===== src/broadcast_gather_index_unit_defines.svh =====
// shared assertion macros
`ifndef BROADCAST_GATHER_INDEX_UNIT_DEFINES_SVH
`define BROADCAST_GATHER_INDEX_UNIT_DEFINES_SVH

// antecedent implies consequent in the same cycle
`define BGI_ASSERT_NOW(label, clk, rst_n, ante, cons) \
    label: assert property (@(posedge clk) disable iff (!rst_n) (ante) |-> (cons)) \
        else $error("bgi check failed");

// antecedent implies consequent in the next cycle
`define BGI_ASSERT_NEXT(label, clk, rst_n, ante, cons) \
    label: assert property (@(posedge clk) disable iff (!rst_n) (ante) |=> (cons)) \
        else $error("bgi check failed");

`endif


===== src/bgi_pkg.sv =====
`default_nettype none

package bgi_pkg;

    typedef struct packed {
        logic valid;
        logic inr;
    } ctl_t;

    localparam int ADDR_BITS = 5;

    localparam logic [1:0] REG_SOURCE_DIMS = 2'd0;
    localparam logic [1:0] REG_SOURCE_RANK = 2'd1;
    localparam logic [1:0] REG_TARGET_DIMS = 2'd2;
    localparam logic [1:0] REG_TARGET_RANK = 2'd3;

endpackage

`default_nettype wire


===== src/bgi_axis_cell.sv =====
`default_nettype none

// clamp coordinate into source extent, scale by source stride, accumulate
module bgi_axis_cell #(
    parameter int W  = 32,
    parameter int DB = 16
) (
    input  wire logic          clk,
    input  wire logic          rst_n,
    input  wire bgi_pkg::ctl_t ctl_in,
    input  wire logic [W-1:0]  rem_in,
    input  wire logic [W-1:0]  q_in,
    input  wire logic [W-1:0]  off_in,
    input  wire logic [DB-1:0] origin,
    input  wire logic [DB-1:0] last,
    input  wire logic [W-1:0]  sstride,
    output bgi_pkg::ctl_t      ctl_out,
    output logic [W-1:0]       rem_out,
    output logic [W-1:0]       off_out
);

    localparam int XW = (W > DB) ? W : DB;

    logic [XW-1:0]   q_x;
    logic [XW-1:0]   org_x;
    logic [XW-1:0]   last_x;
    logic [XW-1:0]   sh;
    logic [DB-1:0]   s_next;
    logic [W-1:0]    term;
    logic [W:0]      sum;
    logic [W-1:0]    off_next;

    bgi_pkg::ctl_t   ctl1_reg, ctl2_reg, ctl3_reg;
    logic [W-1:0]    rem1_reg, rem2_reg, rem3_reg;
    logic [W-1:0]    off1_reg, off2_reg, off3_reg;
    logic [DB-1:0]   s_reg;
    logic [W+DB-1:0] prod_reg;

    always_comb
    begin
        q_x    = XW'(q_in);
        org_x  = XW'(origin);
        last_x = XW'(last);
        sh     = (q_x < org_x) ? '0 : (q_x - org_x);
        s_next = (sh > last_x) ? last : DB'(sh);
        term   = (prod_reg[W+DB-1:W] != '0) ? '1 : prod_reg[W-1:0];
        sum    = {1'b0, off2_reg} + {1'b0, term};
        off_next = sum[W] ? '1 : sum[W-1:0];
    end

    always_ff @(posedge clk or negedge rst_n)
    begin
        if (!rst_n)
        begin
            ctl1_reg <= '0;
            ctl2_reg <= '0;
            ctl3_reg <= '0;
        end
        else
        begin
            ctl1_reg <= ctl_in;
            ctl2_reg <= ctl1_reg;
            ctl3_reg <= ctl2_reg;
        end
    end

    always_ff @(posedge clk)
    begin
        s_reg    <= s_next;
        rem1_reg <= rem_in;
        off1_reg <= off_in;
        prod_reg <= {{W{1'b0}}, s_reg} * {{DB{1'b0}}, sstride};
        rem2_reg <= rem1_reg;
        off2_reg <= off1_reg;
        rem3_reg <= rem2_reg;
        off3_reg <= off_next;
    end

    assign ctl_out = ctl3_reg;
    assign rem_out = rem3_reg;
    assign off_out = off3_reg;

endmodule

`default_nettype wire


===== config.mk =====
export PLATFORM = sky130hd
export DESIGN_NAME = bgi_axis_cell
export DESIGN_NICKNAME = d
export VERILOG_FILES = /design/src/broadcast_gather_index_unit_defines.svh /design/src/bgi_pkg.sv /design/src/bgi_axis_cell.sv
export SDC_FILE = /design/constraint.sdc
export NUM_CORES = 2
export LEC_CHECK = 0
export BUFFER_PORTS_ARGS = -buffer_cell sky130_fd_sc_hd__buf_2
export CORE_MARGIN = 1.5
export CORE_UTILIZATION = 55
export DETAILED_ROUTE_END_ITERATION = 12
export GPL_TIMING_DRIVEN = 0
export PLACE_DENSITY = 0.8
export REMOVE_ABC_BUFFERS = 1
export SYNTH_ARGS = -nofsm -noshare
export SYNTH_HDL_FRONTEND = slang
export SYNTH_SLANG_ARGS = --single-unit

===== constraint.sdc =====
create_clock -name clk -period 7.5 [get_ports clk]
set_input_delay 0 -clock clk [delete_from_list [all_inputs] [get_ports clk]]
set_output_delay 0 -clock clk [all_outputs]
set_load 0.005 [all_outputs]

==> flow_summary.yaml <==
placed_design:
  dp_hpwl_um: 47000
  port_buffers: 229
  place.gp.congestion: 0.886
floorplan:
  die_w_um: 218
  die_y_um: 218
  dieArea_mm2: 0.0477
  num_rows: 78
  start_util_pct: 56.0
  io_pins: 230
  core_mm2: 0.0456
setup_path:
  setup.worst_path.class: "reg2reg"
  required_ns: 7.97
  path_max_fanout: 32
  arrival_ns: 7.70
  startpoint_type: "flip-flop"
  critPathCaptureType: "flip-flop"
route:
  via_count: 19800
  avgRoutedWirePerCell_um: 17.4
  drt_first_pass_iters: 5
  first_iter_violations: 977
  viasPerCell: 5.50
  totalWireLength_um: 62700
  ant_nets: 0
  drc: 0
yosys:
  synth.distinct_cells: 82
  synth_area_leaders: "fa_1, dfxtp_1, ha_1, inv_1, and2_1"
  yosys-top-cells-count: "inv_1, fa_1, nand2_1"
  syn_avg_cell_area_um2: 9.34
  netlist_area_mm2: 0.0255
  yosys_warnings: 0
  yosysTopAreaCell: "fa_1"
  seq_area_frac_synth_pct: 20.7
  synth_top_flop_cell: "dfxtp_1"
  syn_inst: 2734
  synth_seq_cells: 262
  synth_top_area_share_pct: 32.9
  synth-edff-count: 0
  synth.most_common_cell: "inv_1"
  ys_async_sr_fraction_pct: 2.29
timing:
  slew_headroom_pct: 26.0
  fmax_ghz: 0.138
  finalCritPeriodShare_pct: 96.3
  setup_viol: 0
  hold_slack_ns: 0.0408
  finalMaxSlewViolations: 0
  hold_viol_final: 0
  tightest_slew_ns: 1.11
  post-route-min-period_ns: 7.23
  rsz0062_at_grt: "false"
  clock_skew_ns: 0.0169
final_layout:
  final_core_util_pct: 63.3
  multi_input_area_mm2: 0.0180
  drive_above_1_share_pct: 11.4
  fin_nets: 3737
  largest_reg_flops: 48
  area_delta_synth_final_pct: 13.1
  num-fill-cells: 3621
  seq_area_mm2: 0.00531
clock_network:
  clkTransAtPathRegs_ns: 0.06
  root_buffer: "clkbuf_16"
  numClockSinks: 262
  cts_max_level: 1
  tritoncts: "yes"
  cts_setup_buffers: 0
  cts_buffer_depth: 3
  clock_latency_ns: 0.55
  cts_buffers: 27
global_routing:
  antenna_found_initial: 3
  grt.overflow.total: 0
  track_usage_pct: 27.2
  first_global_vias: 21900
  grt_max_degree: 33
  grt_pass1_wl_um: 105000
hold_path:
  hold_class: "in2reg"
status:
  outcome: "completed"
job:
  cap_viol_max_count: 0
## kinds of logic (layout without fill, tap and decap cells)
| group | after synthesis | count (layout) | share of synthesized area, % |
|---|---|---|---|
| buf+inv | 597 | 853 | 9.00 |
| simple gates | 870 | 870 | 17.1 |
| compound gates | 314 | 314 | 8.28 |
| flops | 262 | 262 | 20.7 |
| mux | 7 | 7 | 0.279 |
| other cells | 0 | 3 | 0 |
| xor+xnor | 80 | 80 | 2.74 |
| fa+ha+maj | 604 | 604 | 42.0 |
## path summary, 6_finish.rpt
path                       slack [ns]    startpoint      endpoint  cells after the start
hold / removal                   0.04     origin[0]      s_reg[0]                      5
hold reg to reg                  0.32  rem1_reg[28]  rem2_reg[28]                      0
setup / recovery                 0.27      s_reg[6]  prod_reg[47]                     22
max in group asynchronous        6.87         rst_n   ctl2_reg[0]                      3
min in group asynchronous        0.42         rst_n    ctl_out[0]                      3
setup reg to reg                 0.27      s_reg[6]  prod_reg[47]                     22
## layout make-up
class	count	area share [%]
clock buffer	38	2.69
multi-input combinational	1875	62.3
clock inverter	12	0.728
timing repair buffer	316	6.98
antenna	3	0.0260
inverter	487	6.33
tap	600	2.60
sequential	262	18.4
## per-stage QoR
step	cells	setup slack, ns	TNS, ns	area (µm²)
final	3593	0.275	0	28900
after floorplan	2624	1.16	0	25100
after global routing	3593	0.0101	0	28900
after detailed placement	3455	-0.174	-0.523	27000
after global placement	3453	-0.339	-5.40	27000
after CTS	3590	0.0136	0	28800
## layout by cell type, fill, tap and decap left out, drive strengths merged, types with 6 or more instances in the layout
| master | instances |
|---|---|
| inv | 490 |
| fa | 420 |
| nand2 | 374 |
| dfxtp | 256 |
| buf | 231 |
| and2 | 230 |
| ha | 184 |
| a21oi | 86 |
| dlygate4sd3 | 85 |
| nor2 | 64 |
| o21ai | 59 |
| nand3 | 51 |
| xnor2 | 48 |
| a21o | 40 |
| clkbuf | 38 |
| or2 | 37 |
| xor2 | 32 |
| a211oi | 20 |
| a211o | 18 |
| and3 | 16 |
| nor3 | 16 |
| nand4 | 15 |
| nor4 | 15 |
| nor2b | 14 |
| nand2b | 13 |
| o21bai | 13 |
| o21a | 10 |
| a31oi | 10 |
| and4 | 7 |
| a2111oi | 7 |
| mux2i | 6 |
| dfrtp | 6 |
## layer usage
layer	share of wire (%)	track usage, %
met1	39	32.8
met2	50	48.9
met3	6.5	3.27
met4	3.9	11.5
met5	0	0
## worst max-delay path, cell delays in order, from the launching register on
cell	delay (ns)
dfxtp_2	0.85
and2_1	0.27
fa_1	0.41
inv_1	0.08
fa_1	0.45
fa_1	0.53
inv_1	0.06
fa_1	0.47
fa_1	0.53
inv_1	0.05
fa_1	0.47
inv_1	0.04
ha_1	0.34
and4_1	0.34
and3_1	0.23
a32o_1	0.25
a41o_1	0.36
a211oi_1	0.35
nor2_1	0.14
a311oi_1	0.41
o21ai_1	0.14
a21oi_1	0.19
xnor2_1	0.14
## what timing repair did
item                       in CTS  in global routing
hold endpoints to repair       89                  0
pin swaps                       0                  0
setup endpoints to repair       7                  9
gates resized for setup         8                  9
hold buffers                   85                  0
Power is left out: the tool's default activity adds up to more than one toggle a clock period on the data nets, which glitch-free logic cannot reach.
