$ cat config.mk
export PLATFORM = sky130hd
export DESIGN_NAME = bgi_div_cell
export DESIGN_NICKNAME = d
export VERILOG_FILES = /design/src/broadcast_gather_index_unit_defines.svh /design/src/bgi_pkg.sv /design/src/bgi_div_cell.sv
export SDC_FILE = /design/constraint.sdc
export NUM_CORES = 1
export LEC_CHECK = 0
export BUFFER_PORTS_ARGS = -buffer_cell sky130_fd_sc_hd__buf_2
export CORE_MARGIN = 2
export CORE_UTILIZATION = 40
export DETAILED_ROUTE_END_ITERATION = 6
export PLACE_DENSITY = 0.72
export SYNTH_ARGS = -nofsm -noshare
export SYNTH_HDL_FRONTEND = slang
export SYNTH_SLANG_ARGS = --single-unit
$ cat constraint.sdc
create_clock -name clk -period 1.2 [get_ports clk]
set_input_delay 0.24 -clock clk [delete_from_list [all_inputs] [get_ports clk]]
set_output_delay 0.24 -clock clk [all_outputs]
set_load 0.01 [all_outputs]
$ cat src/broadcast_gather_index_unit_defines.svh
// shared assertion macros
`ifndef BROADCAST_GATHER_INDEX_UNIT_DEFINES_SVH
`define BROADCAST_GATHER_INDEX_UNIT_DEFINES_SVH

// antecedent implies consequent in the same cycle
`define BGI_ASSERT_NOW(label, clk, rst_n, ante, cons) \
    label: assert property (@(posedge clk) disable iff (!rst_n) (ante) |-> (cons)) \
        else $error("bgi check failed");

// antecedent implies consequent in the next cycle
`define BGI_ASSERT_NEXT(label, clk, rst_n, ante, cons) \
    label: assert property (@(posedge clk) disable iff (!rst_n) (ante) |=> (cons)) \
        else $error("bgi check failed");

`endif

$ cat src/bgi_pkg.sv
`default_nettype none

package bgi_pkg;

    typedef struct packed {
        logic valid;
        logic inr;
    } ctl_t;

    localparam int ADDR_BITS = 5;

    localparam logic [1:0] REG_SOURCE_DIMS = 2'd0;
    localparam logic [1:0] REG_SOURCE_RANK = 2'd1;
    localparam logic [1:0] REG_TARGET_DIMS = 2'd2;
    localparam logic [1:0] REG_TARGET_RANK = 2'd3;

endpackage

`default_nettype wire

$ cat src/bgi_div_cell.sv
`default_nettype none

// one restoring division step: quotient bit for weight 2^SHIFT
module bgi_div_cell #(
    parameter int W     = 32,
    parameter int SHIFT = 0
) (
    input  wire logic          clk,
    input  wire logic          rst_n,
    input  wire bgi_pkg::ctl_t ctl_in,
    input  wire logic [W-1:0]  rem_in,
    input  wire logic [W-1:0]  q_in,
    input  wire logic [W-1:0]  off_in,
    input  wire logic [W-1:0]  stride,
    output bgi_pkg::ctl_t      ctl_out,
    output logic [W-1:0]       rem_out,
    output logic [W-1:0]       q_out,
    output logic [W-1:0]       off_out
);

    logic [2*W-1:0] big;
    logic           ge;
    bgi_pkg::ctl_t  ctl_reg;
    logic [W-1:0]   rem_reg;
    logic [W-1:0]   q_reg;
    logic [W-1:0]   off_reg;
    logic [W-1:0]   rem_next;
    logic [W-1:0]   q_next;

    always_comb
    begin
        big      = {{W{1'b0}}, stride} << SHIFT;
        // zero stride means no split on this axis
        ge       = (stride != '0) && ({{W{1'b0}}, rem_in} >= big);
        rem_next = ge ? (rem_in - big[W-1:0]) : rem_in;
        q_next   = (q_in << 1) | W'(ge);
    end

    always_ff @(posedge clk or negedge rst_n)
    begin
        if (!rst_n)
        begin
            ctl_reg <= '0;
        end
        else
        begin
            ctl_reg <= ctl_in;
        end
    end

    always_ff @(posedge clk)
    begin
        rem_reg <= rem_next;
        q_reg   <= q_next;
        off_reg <= off_in;
    end

    assign ctl_out = ctl_reg;
    assign rem_out = rem_reg;
    assign q_out   = q_reg;
    assign off_out = off_reg;

endmodule

`default_nettype wire

==> summary.md, run 1 <==
| Metric | Value |
|---|---|
| Status | `finished, violations left` |
| Failing checks | `setup timing` |
| Met3 routed WL | `~1.2 mm` |
| Antenna Nets Post-Route | `0` |
| Largest stage delay, worst path | `around 0.4 ns` |
| Hold Path Depth | `2` |
| Largest net degree at the start of global routing | `17` |
| Post-DP Area | `between 0.006 and 0.007 sq mm` |
| Max layer used | `met4` |
| Detailed-route via count | `approximately 4,900` |
| Fin. max-slew vios | `0` |
| Critical path endpoint category | `flip-flop` |
| Die footprint | `0.0120 sq mm` |
| RSZ-0062 raised after global routing | `yes` |
| Fin util | `72.3%` |
| Synth-to-layout area growth | `75.9%` |
| First-pass GRT wire length | `24.9 mm` |
| Hold WC Path Type | `input pin to flip-flop` |
| Synth Flop Type | `dfxtp_1` |
| # DRC | `0` |
| IO Port Bufs | `~230` |
| Row count | `38` |
| Largest fanout on the critical path | `13` |
| Root buf cell | `clkbuf_8` |
| Mapped Area | `around 0.0045 sq mm` |
| Final worst slack | `-1.02 ns` |
| Placer Congestion | `0.912` |
| CTS clk-pin slew, worst paths | `about 0.10 ns` |
| Die Span X | `between 100 and 150 microns` |
| EDFF count, synth | `0` |
| All-Layer GR Usage | `a little over a quarter` |
| Largest family of logic cells by synthesized area | `compound AO/OA/AOI/OAI gates` |
| Hold-critical path endpoint | `rem_out[16]` |
| Slowest CP cell | `o32a_4` |
| Cell mode on critical path | `buf_12` |
| Total CTS buffers | `9` |
| HPWL after detailed placement | `about 11 mm` |
| Syn_nets | `599` |
| WL met2 | `8.35 mm` |
| Worst slew pin tran | `0.430 ns` |
| Max-Cap Viols | `0` |
| P per Cell Area | `between 1000 and 1500 mW/mm^2` |
| Core Box Area | `about 0.011 sq mm` |
| Post-DR vias/cell | `4.99` |
| Minimum clock period | `between 2 and 2.5 ns` |
| Period utilisation layout | `185%` |
| Post-synthesis xor/xnor area fraction | `under 10%` |
| Initial drt markers | `between 200 and 250` |
| Final instance area | `about 0.0078 sq mm` |
| Startpoint types | `input pin` |
| Count of final hold-check violations | `0` |
| DR pass1 iterations | `4` |
| Ys async rst share | `2.04%` |
| Relative slew slack | `around 71%` |
| Syn avg cell area | `around 10 sq um` |
| Share of post-route cells with drive strength above 1 | `about 52%` |
| Netlist cell types | `53` |
| Initial core utilization | `between 40% and 50%` |
| Worst EP arrival | `roughly 2.5 ns` |
| P_leak | `roughly 0.0040 uW` |
| Die height | `110 microns` |
| Initial antenna violation count | `1` |
| Post-Synth Adder-Cell Area | `9.43%` |
| Avg WL per Cell | `16.9 microns` |
| Congestion Overflow GR | `0` |
| Post-synthesis mux area share | `about a tenth` |
| Sequential share of the synthesized area | `around 44%` |
| Hold Crit Start | `rem_in[16]` |
| Worst path required time | `between 1 and 1.5 ns` |
| I/O pin total | `230` |
| CTS HTree Levels | `3` |
| FF+latch count, synth | `between 90 and 100` |
| Cell Chain, Critical Path | `buf_12 -> inv_12 -> ha_4 -> fa_2 -> nor2b_4 -> o31a_4 -> o21ai_4 -> a221oi_2 -> o31a_1 -> o32a_4 -> buf_12 -> mux2_4` |
| Vias in the first global route | `~5,100` |
| Complex-gate fraction of the synthesized area | `15.7%` |
| Worst Setup SP | `rem_in[0]` |
| Sink Count | `98` |
| Mapped Cells | `roughly 430` |
| Worst VDD drop | `0.879 mV` |
| Maximum clock path buffer count | `2` |
| Achievable frequency | `0.451 GHz` |
| # setup viols final | `33` |
| Yosys warns | `0` |
| Worst Setup Path Type | `input pin to flip-flop` |
| Final net count | `around 1,000` |
| M1 wire length | `6.11 mm` |
| WL final | `around 17 mm` |
| Pre-CTS WS | `-1.55 ns` |
| CTS tree | `yes` |
| Post-Synth Simple-Gate Area | `about a tenth` |
==> cell usage in the layout, fill, tap and decap left out, types with 13 or more instances in the layout <==
cell,n
o21ai_0,13
buf_2,227
dlygate4sd3_1,66
dfxtp_1,96
a21oi_1,21
mux2_4,22
buf_4,114
a21o_1,18
nor2_1,17
xnor2_1,14
ha_1,23
nand2_1,14
inv_1,35
==> critical path: cells and delay by family <==
| family | cells | cell delay, ns |
|---|---|---|
| AO/OA/AOI/OAI | 5 | 1.16 |
| adder cells (fa/ha/maj) | 2 | 0.36 |
| multiplexers | 1 | 0.29 |
| AND/OR/NAND/NOR | 1 | 0.05 |
| buffers and inverters | 3 | 0.34 |
==> flip-flops by register name, indices dropped and copies added (netlist names) <==
name     flops
q_out       32
off_out     32
rem_out     32
ctl_out      2
==> layout make-up <==
class                   instances  area [sq um]
inverters                      39           159
multi-input cells             279          2540
diodes                          1          2.50
clock inverters                 5          85.1
repair buffers                413          2770
clock buffers                  10           138
fillers                       779          3000
well taps                     140           175
flip-flops and latches         98          1970
==> metal layers <==
layer / GRT usage (%) / vias up
li1: - / 2345
met1: 27.9 / 2269
met2: 48.5 / 218
met3: 6.40 / 80
met4: 18.5 / 0
met5: 0.893 / -
==> stage by stage <==
step	hold WS, ns	total power [uW]	setup TNS (ns)	std cells
after global placement	0.0258	6350	-47.08	896
after detailed placement	0.0300	6400	-48.40	896
after global routing	0.0990	9680	-33.11	985
after CTS	0.0946	9140	-31.42	981
after floorplan	-0.0556	5170	-39.89	434
final	0.115	9260	-31.94	985
==> cells by family after synthesis <==
family                   count (synthesis)
AND/OR/NAND/NOR                         86
buffers and inverters                   57
XOR/XNOR                                26
flip-flops                              98
multiplexers                            30
AO/OA/AOI/OAI                          104
adder cells (fa/ha/maj)                 33
==> synthesized netlist by cell type, types with 3 or more instances <==
master | n | share of area, %
nand4_1 | 11 | 1.5
a21oi_1 | 27 | 3.0
nor2_1 | 17 | 1.4
nor2b_1 | 3 | 0.42
mux2_2 | 5 | 1.3
nor4_1 | 9 | 1.3
clkbuf_1 | 12 | 1.0
ha_1 | 32 | 9.0
nand3_1 | 10 | 1.1
o21ai_0 | 18 | 2.0
a31oi_1 | 7 | 0.98
inv_1 | 39 | 3.3
xor2_1 | 10 | 2.0
and3_1 | 4 | 0.56
xnor2_1 | 16 | 3.1
o21a_1 | 5 | 0.84
dfxtp_1 | 96 | 43
a21o_1 | 18 | 3.0
mux2_4 | 22 | 7.4
nor3_1 | 6 | 0.67
o21bai_1 | 4 | 0.67
mux2i_1 | 3 | 0.67
or3_1 | 3 | 0.42
nand2_1 | 14 | 1.2
nand2b_1 | 3 | 0.42
==> power by group <==
part           switching (uW)  internal [uW]
Sequential               89.3           3570
Clock                    1180           1240
Combinational            1440           1740
==> timing repair <==
item	in CTS	in global routing
endpoints found under the setup margin	33	33
setup buffers	2	3
pin swaps	8	6
cloned	2	0
endpoints found under the hold margin	67	0
hold buffers	66	0
gates resized for setup	32	18
==> worst max path at each step <==
stage	slack, ns	to
after floorplan	-1.27	rem_out[10]
after global placement	-1.54	rem_out[20]
after detailed placement	-1.55	rem_out[20]
after CTS	-1.0	rem_out[19]
after global routing	-1.05	rem_out[25]
final	-1.02	rem_out[22]
Power figures use the tool's default switching activity.
==> run 2, diff against run 1 <==
REMOVE_ABC_BUFFERS = 1   (was unset)
==> summary.md, run 2 (synthesis results as in run 1) <==
| Metric | Value |
|---|---|
| Cell mode on critical path | `buf_12` |
| Largest fanout on the critical path | `7 (-6)` |
| First-pass GRT wire length | `25.2 mm (+1.1%)` |
| Initial antenna violation count | `1 (unchanged)` |
| Commonest non-fill, non-tap cell in the layout | `buf_2` |
| Sink Count | `98 (unchanged)` |
| Setup_tns | `-33.65 ns (-1.71 ns)` |
| Met3 routed WL | `1.10 mm (-4.3%)` |
| CTS HTree Levels | `3 (unchanged)` |
| Max layer used | `met4` |
| P_leak | `0.00405 uW (+1.9%)` |
| Final net count | `1,017 (+1.2%)` |
| Worst EP arrival | `2.54 ns (+0.08 ns)` |
| Worst slew pin tran | `0.435 ns (+0.00422 ns)` |
| Worst VDD drop | `0.809 mV (-8.0%)` |
| # DRC | `0 (unchanged)` |
| Failing checks | `setup timing` |
| Largest stage delay, worst path | `0.36 ns (-0.03 ns)` |
| DR pass1 iterations | `4 (unchanged)` |
| HPWL after detailed placement | `11.4 mm (+1.8%)` |
| Max-Cap Viols | `0 (unchanged)` |
| Core Box Area | `0.0108 sq mm (unchanged)` |
| Avg WL per Cell | `17.4 microns (+3.2%)` |
| Detailed-route via count | `4,848 (-1.3%)` |
| # setup viols final | `33 (unchanged)` |
| Initial core utilization | `41.1% (unchanged)` |
| All-Layer GR Usage | `27.8% (+0.66 points)` |
| Worst Setup SP | `rem_in[0]` |
| Fin. max-slew vios | `0 (unchanged)` |
| CTS tree | `yes` |
| Die footprint | `0.0120 sq mm (unchanged)` |
| Post-DR vias/cell | `4.86 (-2.6%)` |
| Critical Path End | `rem_out[6]` |
| Die height | `110 microns (unchanged)` |
| Worst Setup Path Type | `input pin to flip-flop` |
| Slowest CP cell | `o32a_4` |
| M1 wire length | `6.53 mm (+6.9%)` |
| CTS clk-pin slew, worst paths | `0.10 ns (about the same)` |
| Fin util | `73.7% (+1.4 points)` |
| RSZ-0062 raised after global routing | `yes` |
| Status | `finished, violations left` |
| Row count | `38 (unchanged)` |
| Achievable frequency | `0.440 GHz (-2.4%)` |
| Vias in the first global route | `5,055 (-1.1%)` |
| P per Cell Area | `1160 mW/mm^2 (-2.0%)` |
| Share of post-route cells with drive strength above 1 | `52.7% (+0.85 points)` |
| Cell Chain, Critical Path | `buf_8 -> inv_4 -> ha_4 -> fa_2 -> nor2b_4 -> o31a_4 -> o21ai_4 -> a221oi_2 -> o31a_1 -> o32a_4 -> buf_12 -> buf_12 -> mux2_4` |
| Relative slew slack | `70.8% (-0.18 points)` |
| Worst path required time | `1.47 ns (+0.02 ns)` |
| Pre-CTS WS | `-1.63 ns (-0.0771 ns)` |
| Most frequent cells in the layout | `buf_2 (226), buf_4 (119), dfxtp_1 (96)` |
| Hold WC Path Type | `input pin to flip-flop` |
| Root buf cell | `clkbuf_8` |
| WL final | `17.4 mm (+4.6%)` |
| IO Port Bufs | `228 (unchanged)` |
| Final worst slack | `-1.07 ns (-0.0554 ns)` |
| Minimum clock period | `2.27 ns (+0.0554 ns)` |
| Placer Congestion | `0.941 (+3.2%)` |
| Largest net degree at the start of global routing | `17 (unchanged)` |
| I/O pin total | `230 (unchanged)` |
| Antenna Nets Post-Route | `0 (unchanged)` |
| Die Span X | `110 microns (unchanged)` |
| Congestion Overflow GR | `0 (unchanged)` |
| Critical path endpoint category | `flip-flop` |
| Count of final hold-check violations | `0 (unchanged)` |
| Startpoint types | `input pin` |
| Total CTS buffers | `9 (unchanged)` |
| Maximum clock path buffer count | `2 (unchanged)` |
| Synth-to-layout area growth | `79.2%` |
| WL met2 | `9.12 mm (+9.2%)` |
| Period utilisation layout | `189% (+4.6 points)` |
| FILL cells | `729 (-6.4%)` |
| Initial drt markers | `221 (-9.8%)` |
run 2: worst min-delay path by stage:
stage          slack (ns)  depth (start not counted)  startpoint          to
6_report             0.12                          2   rem_in[7]  rem_out[7]
4_1_cts              0.09                          2   rem_in[8]  rem_out[8]
3_3_place_gp         0.03                          1       rst_n  ctl_out[1]
5_1_grt               0.1                          2   rem_in[9]  rem_out[9]
2_1_floorplan       -0.06                          0       rst_n  ctl_out[0]
3_5_place_dp         0.03                          1       rst_n  ctl_out[0]
run 2: layout make-up:
class / count / area, sq um / share of cell area [%]
Tap cell: 140 / 175 / 2.19
Inverter: 39 / 156 / 1.96
Sequential cell: 98 / 1970 / 24.7
Multi-Input combinational cell: 279 / 2530 / 31.7
Clock inverter: 5 / 60.1 / 0.752
Clock buffer: 11 / 141 / 1.77
Antenna cell: 1 / 2.50 / 0.0313
Timing Repair Buffer: 425 / 2940 / 36.9
run 2: per-layer routing:
layer  vias up  track usage (%)
met2       195             52.3
met3        51             6.76
met4         0             12.3
met5         -                0
met1      2224             29.0
li1       2378                -
run 2: what timing repair did:
| item | 4_1_cts | 5_1_grt |
|---|---|---|
| hold endpoints to repair | 67 | 0 |
| resized for setup | 50 | 30 |
| hold buffers | 66 | 0 |
| pin swaps | 12 | 9 |
| gates cloned | 4 | 0 |
| endpoints found under the setup margin | 33 | 33 |
| buffers inserted | 11 | 5 |
run 2: power by group:
| group | switching, uW | leakage [uW] | internal (uW) |
|---|---|---|---|
| combinational | 1510 | 0.00312 | 1850 |
| clock | 1200 | 0.000100 | 1040 |
| sequential | 87.3 | 0.000833 | 3570 |
| total | 2790 | 0.00405 | 6450 |
run 2: worst max-delay path, delay by kind of cell:
family | cells | cell delay (ns)
AOI/OAI and AO/OA | 5 | 1.15
muxes | 1 | 0.30
and+or+nand+nor | 1 | 0.05
buffers and inverters | 4 | 0.43
adders and majority gates | 2 | 0.36
run 2: metrics by stage:
stage               hold slack [ns]  cells  power (uW)  area (sq um)
finish                        0.117    998        9240          7990
global route                 0.0963    998        9670          7990
CTS                          0.0903    993        9110          7810
detailed placement           0.0268    896        6350          6510
global placement             0.0263    896        6310          6510
floorplan                   -0.0556    416        5090          4340
==> run 3, diff against run 2 <==
CELL_PAD_IN_SITES_DETAIL_PLACEMENT = 0   (was unset)
CELL_PAD_IN_SITES_GLOBAL_PLACEMENT = 1   (was unset)
CORE_UTILIZATION = 36   (was 40)
PLACE_DENSITY = unset   (was 0.72)
PLACE_DENSITY_LB_ADDON = 0.1   (was unset)
==> summary.md, run 3 (synthesis results as in run 1) <==
| Metric | Value |
|---|---|
| Largest net degree at the start of global routing | `18 (+1)` |
| Slowest CP cell | `o32a_4` |
| Initial core utilization | `37.0% (-4.2 points)` |
| P_int | `7260 uW (+13%)` |
| CTS HTree Levels | `3 (unchanged)` |
| Worst hold slack | `0.134 ns (+0.0169 ns)` |
| Congestion Overflow GR | `0 (unchanged)` |
| Hold WC Path Type | `input pin to flip-flop` |
| Die height | `115 microns (+5.2%)` |
| CTS tree | `yes` |
| All-Layer GR Usage | `23.0% (-4.8 points)` |
| Cell Chain, Critical Path | `buf_8 -> inv_4 -> ha_4 -> fa_2 -> nor2b_4 -> o31a_4 -> o21ai_4 -> a221oi_2 -> o31a_1 -> o32a_4 -> buf_6 -> buf_12 -> mux2_4` |
| Critical Path End | `rem_out[21]` |
| Combinational power share | `31.9% (-4.4 points)` |
| Total CTS buffers | `9 (unchanged)` |
| Vias in the first global route | `4,793 (-5.2%)` |
| First-pass GRT wire length | `23.5 mm (-6.7%)` |
| Ant. Diodes | `0 (-1)` |
| Largest stage delay, worst path | `0.34 ns (-0.02 ns)` |
| Count of final hold-check violations | `0 (unchanged)` |
| Commonest non-fill, non-tap cell in the layout | `buf_2` |
| Placer Congestion | `0.881 (-6.4%)` |
| Sink Count | `98 (unchanged)` |
| HPWL after detailed placement | `11.4 mm (-0.33%)` |
| FILL cells | `939 (+29%)` |
| # DRC | `0 (unchanged)` |
| Minimum clock period | `2.28 ns (+0.0118 ns)` |
| Initial antenna violation count | `0 (-1)` |
| I/O pin total | `230 (unchanged)` |
| # setup viols final | `33 (unchanged)` |
| Worst VDD drop | `0.650 mV (-20%)` |
| Startpoint types | `input pin` |
| Synth-to-layout area growth | `80.3%` |
| Detailed-route via count | `4,760 (-1.8%)` |
| CTS clk-pin slew, worst paths | `0.07 ns (-0.03 ns)` |
| Die footprint | `0.0133 sq mm (+11%)` |
| Worst slew pin tran | `0.398 ns (-0.0372 ns)` |
| Die Span X | `115 microns (+5.2%)` |
| Final net count | `1,017 (unchanged)` |
| Most frequent cells in the layout | `buf_2 (223), buf_4 (123), dfxtp_1 (96)` |
| Status | `finished, violations left` |
| Area occupied by multi-input gates | `0.00244 sq mm (-3.9%)` |
| P_leak | `0.00409 uW (+1.1%)` |
| Root buf cell | `clkbuf_16` |
| Failing checks | `setup timing` |
| Critical path endpoint category | `flip-flop` |
| Largest fanout on the critical path | `6 (-1)` |
| Worst Setup Path Type | `input pin to flip-flop` |
| Share of post-route cells with drive strength above 1 | `51.5% (-1.3 points)` |
| Maximum clock path buffer count | `2 (unchanged)` |
| Final worst slack | `-1.08 ns (-0.0118 ns)` |
| Avg WL per Cell | `15.6 microns (-10%)` |
| Relative slew slack | `73.2% (+2.4 points)` |
| Placed insts | `930 (+3.8%)` |
| Worst Setup SP | `rem_in[0]` |
| Sequential Power Share | `36.5% (-3.1 points)` |
| DR pass1 iterations | `4 (unchanged)` |
| Period utilisation layout | `190% (+0.98 points)` |
| P per Cell Area | `1250 mW/mm^2 (+7.7%)` |
| Fin. max-slew vios | `0 (unchanged)` |
| Max-Cap Viols | `0 (unchanged)` |
| Worst EP arrival | `2.51 ns (-0.03 ns)` |
| Sw Share | `27.5% (-2.7 points)` |
| Post-DR vias/cell | `4.64 (-4.4%)` |
| Core Box Area | `0.0121 sq mm (+11%)` |
| Achievable frequency | `0.438 GHz (-0.52%)` |
| Worst path required time | `1.43 ns (-0.04 ns)` |
| P_sw | `2760 uW (-1.3%)` |
| Row count | `40 (+5.3%)` |
| Layout Cells excl Fill | `1,025 (+2.7%)` |
| Clock power frac | `31.6% (+7.4 points)` |
| FF+latch area | `0.00197 sq mm (unchanged)` |
| WL final | `16.0 mm (-7.7%)` |
| IO Port Bufs | `228 (unchanged)` |
| RSZ-0062 raised after global routing | `yes` |
| Antenna Nets Post-Route | `0 (unchanged)` |
| Initial drt markers | `211 (-4.5%)` |
## run 3: changes by cell type in the layout (fill, tap and decap cells not counted), sizes merged
cell      before  now
bufinv         1    2
inv           41   40
diode          1    0
bufbuf         0    1
clkinvlp       1    0
buf          359  357
clkinv         1    2
clkbuf        11   12
## run 3: timing repair
action                     CTS  global route
pin swaps                    6            11
buffers inserted             5             5
hold buffers                66             0
resized for setup           23            37
gates cloned                 3             1
setup endpoints to repair   33            33
hold endpoints to repair    67             0
## run 3: layout make-up
cell class                      count  area share, %
Clock buffer                       11           3.02
Clock inverter                      5           1.07
Inverter                           39           1.88
Multi-Input combinational cell    279           30.3
Sequential cell                    98           24.5
Tap cell                          168           2.62
Timing Repair Buffer              425           36.5
## run 3: worst min-delay path by stage
stage	from	end	slack [ns]	cells after the start
3_3_place_gp	rst_n	ctl_out[0]	0.02	1
6_report	rem_in[0]	rem_out[0]	0.13	3
5_1_grt	rem_in[12]	rem_out[12]	0.13	2
4_1_cts	rem_in[12]	rem_out[12]	0.12	2
2_1_floorplan	rst_n	ctl_out[0]	-0.06	0
3_5_place_dp	rst_n	ctl_out[0]	0.03	1
## run 3: per-layer routing
layer | track usage, % | share of wire (%)
met1 | 25.7 | 41
met3 | 4.90 | 4.9
met5 | 0 | 0
met4 | 9.96 | 2.9
met2 | 42.2 | 51
## run 3: power by group through the flow
stage | logic, uW | registers, uW | clock network, uW
final | 3190 | 3650 | 3170
after global routing | 3440 | 3680 | 3370
after CTS | 3050 | 3650 | 3210
after detailed placement | 2680 | 3720 | 0
after global placement | 2640 | 3720 | 0
after floorplan | 1190 | 3890 | 0
## run 3: per-stage QoR
| step | power (uW) | worst slack (ns) | utilization (%) | setup TNS, ns | instance area [sq um] |
|---|---|---|---|---|---|
| CTS | 9910 | -1.06 | 65.0 | -33.81 | 7840 |
| detailed placement | 6400 | -1.63 | 54.7 | -52.09 | 6600 |
| floorplan | 5090 | -2.15 | - | -68.21 | 4340 |
| global placement | 6360 | -1.57 | 54.7 | -50.17 | 6600 |
| finish | 10000 | -1.08 | 66.6 | -34.41 | 8030 |
| global route | 10500 | -1.13 | 66.6 | -36.13 | 8030 |
## run 3: worst max-delay path: cells and delay by family
kind | cells | cell delay [ns]
AOI/OAI and AO/OA | 5 | 1.14
adders and majority gates | 2 | 0.36
buffers and inverters | 4 | 0.44
muxes | 1 | 0.29
and+or+nand+nor | 1 | 0.05
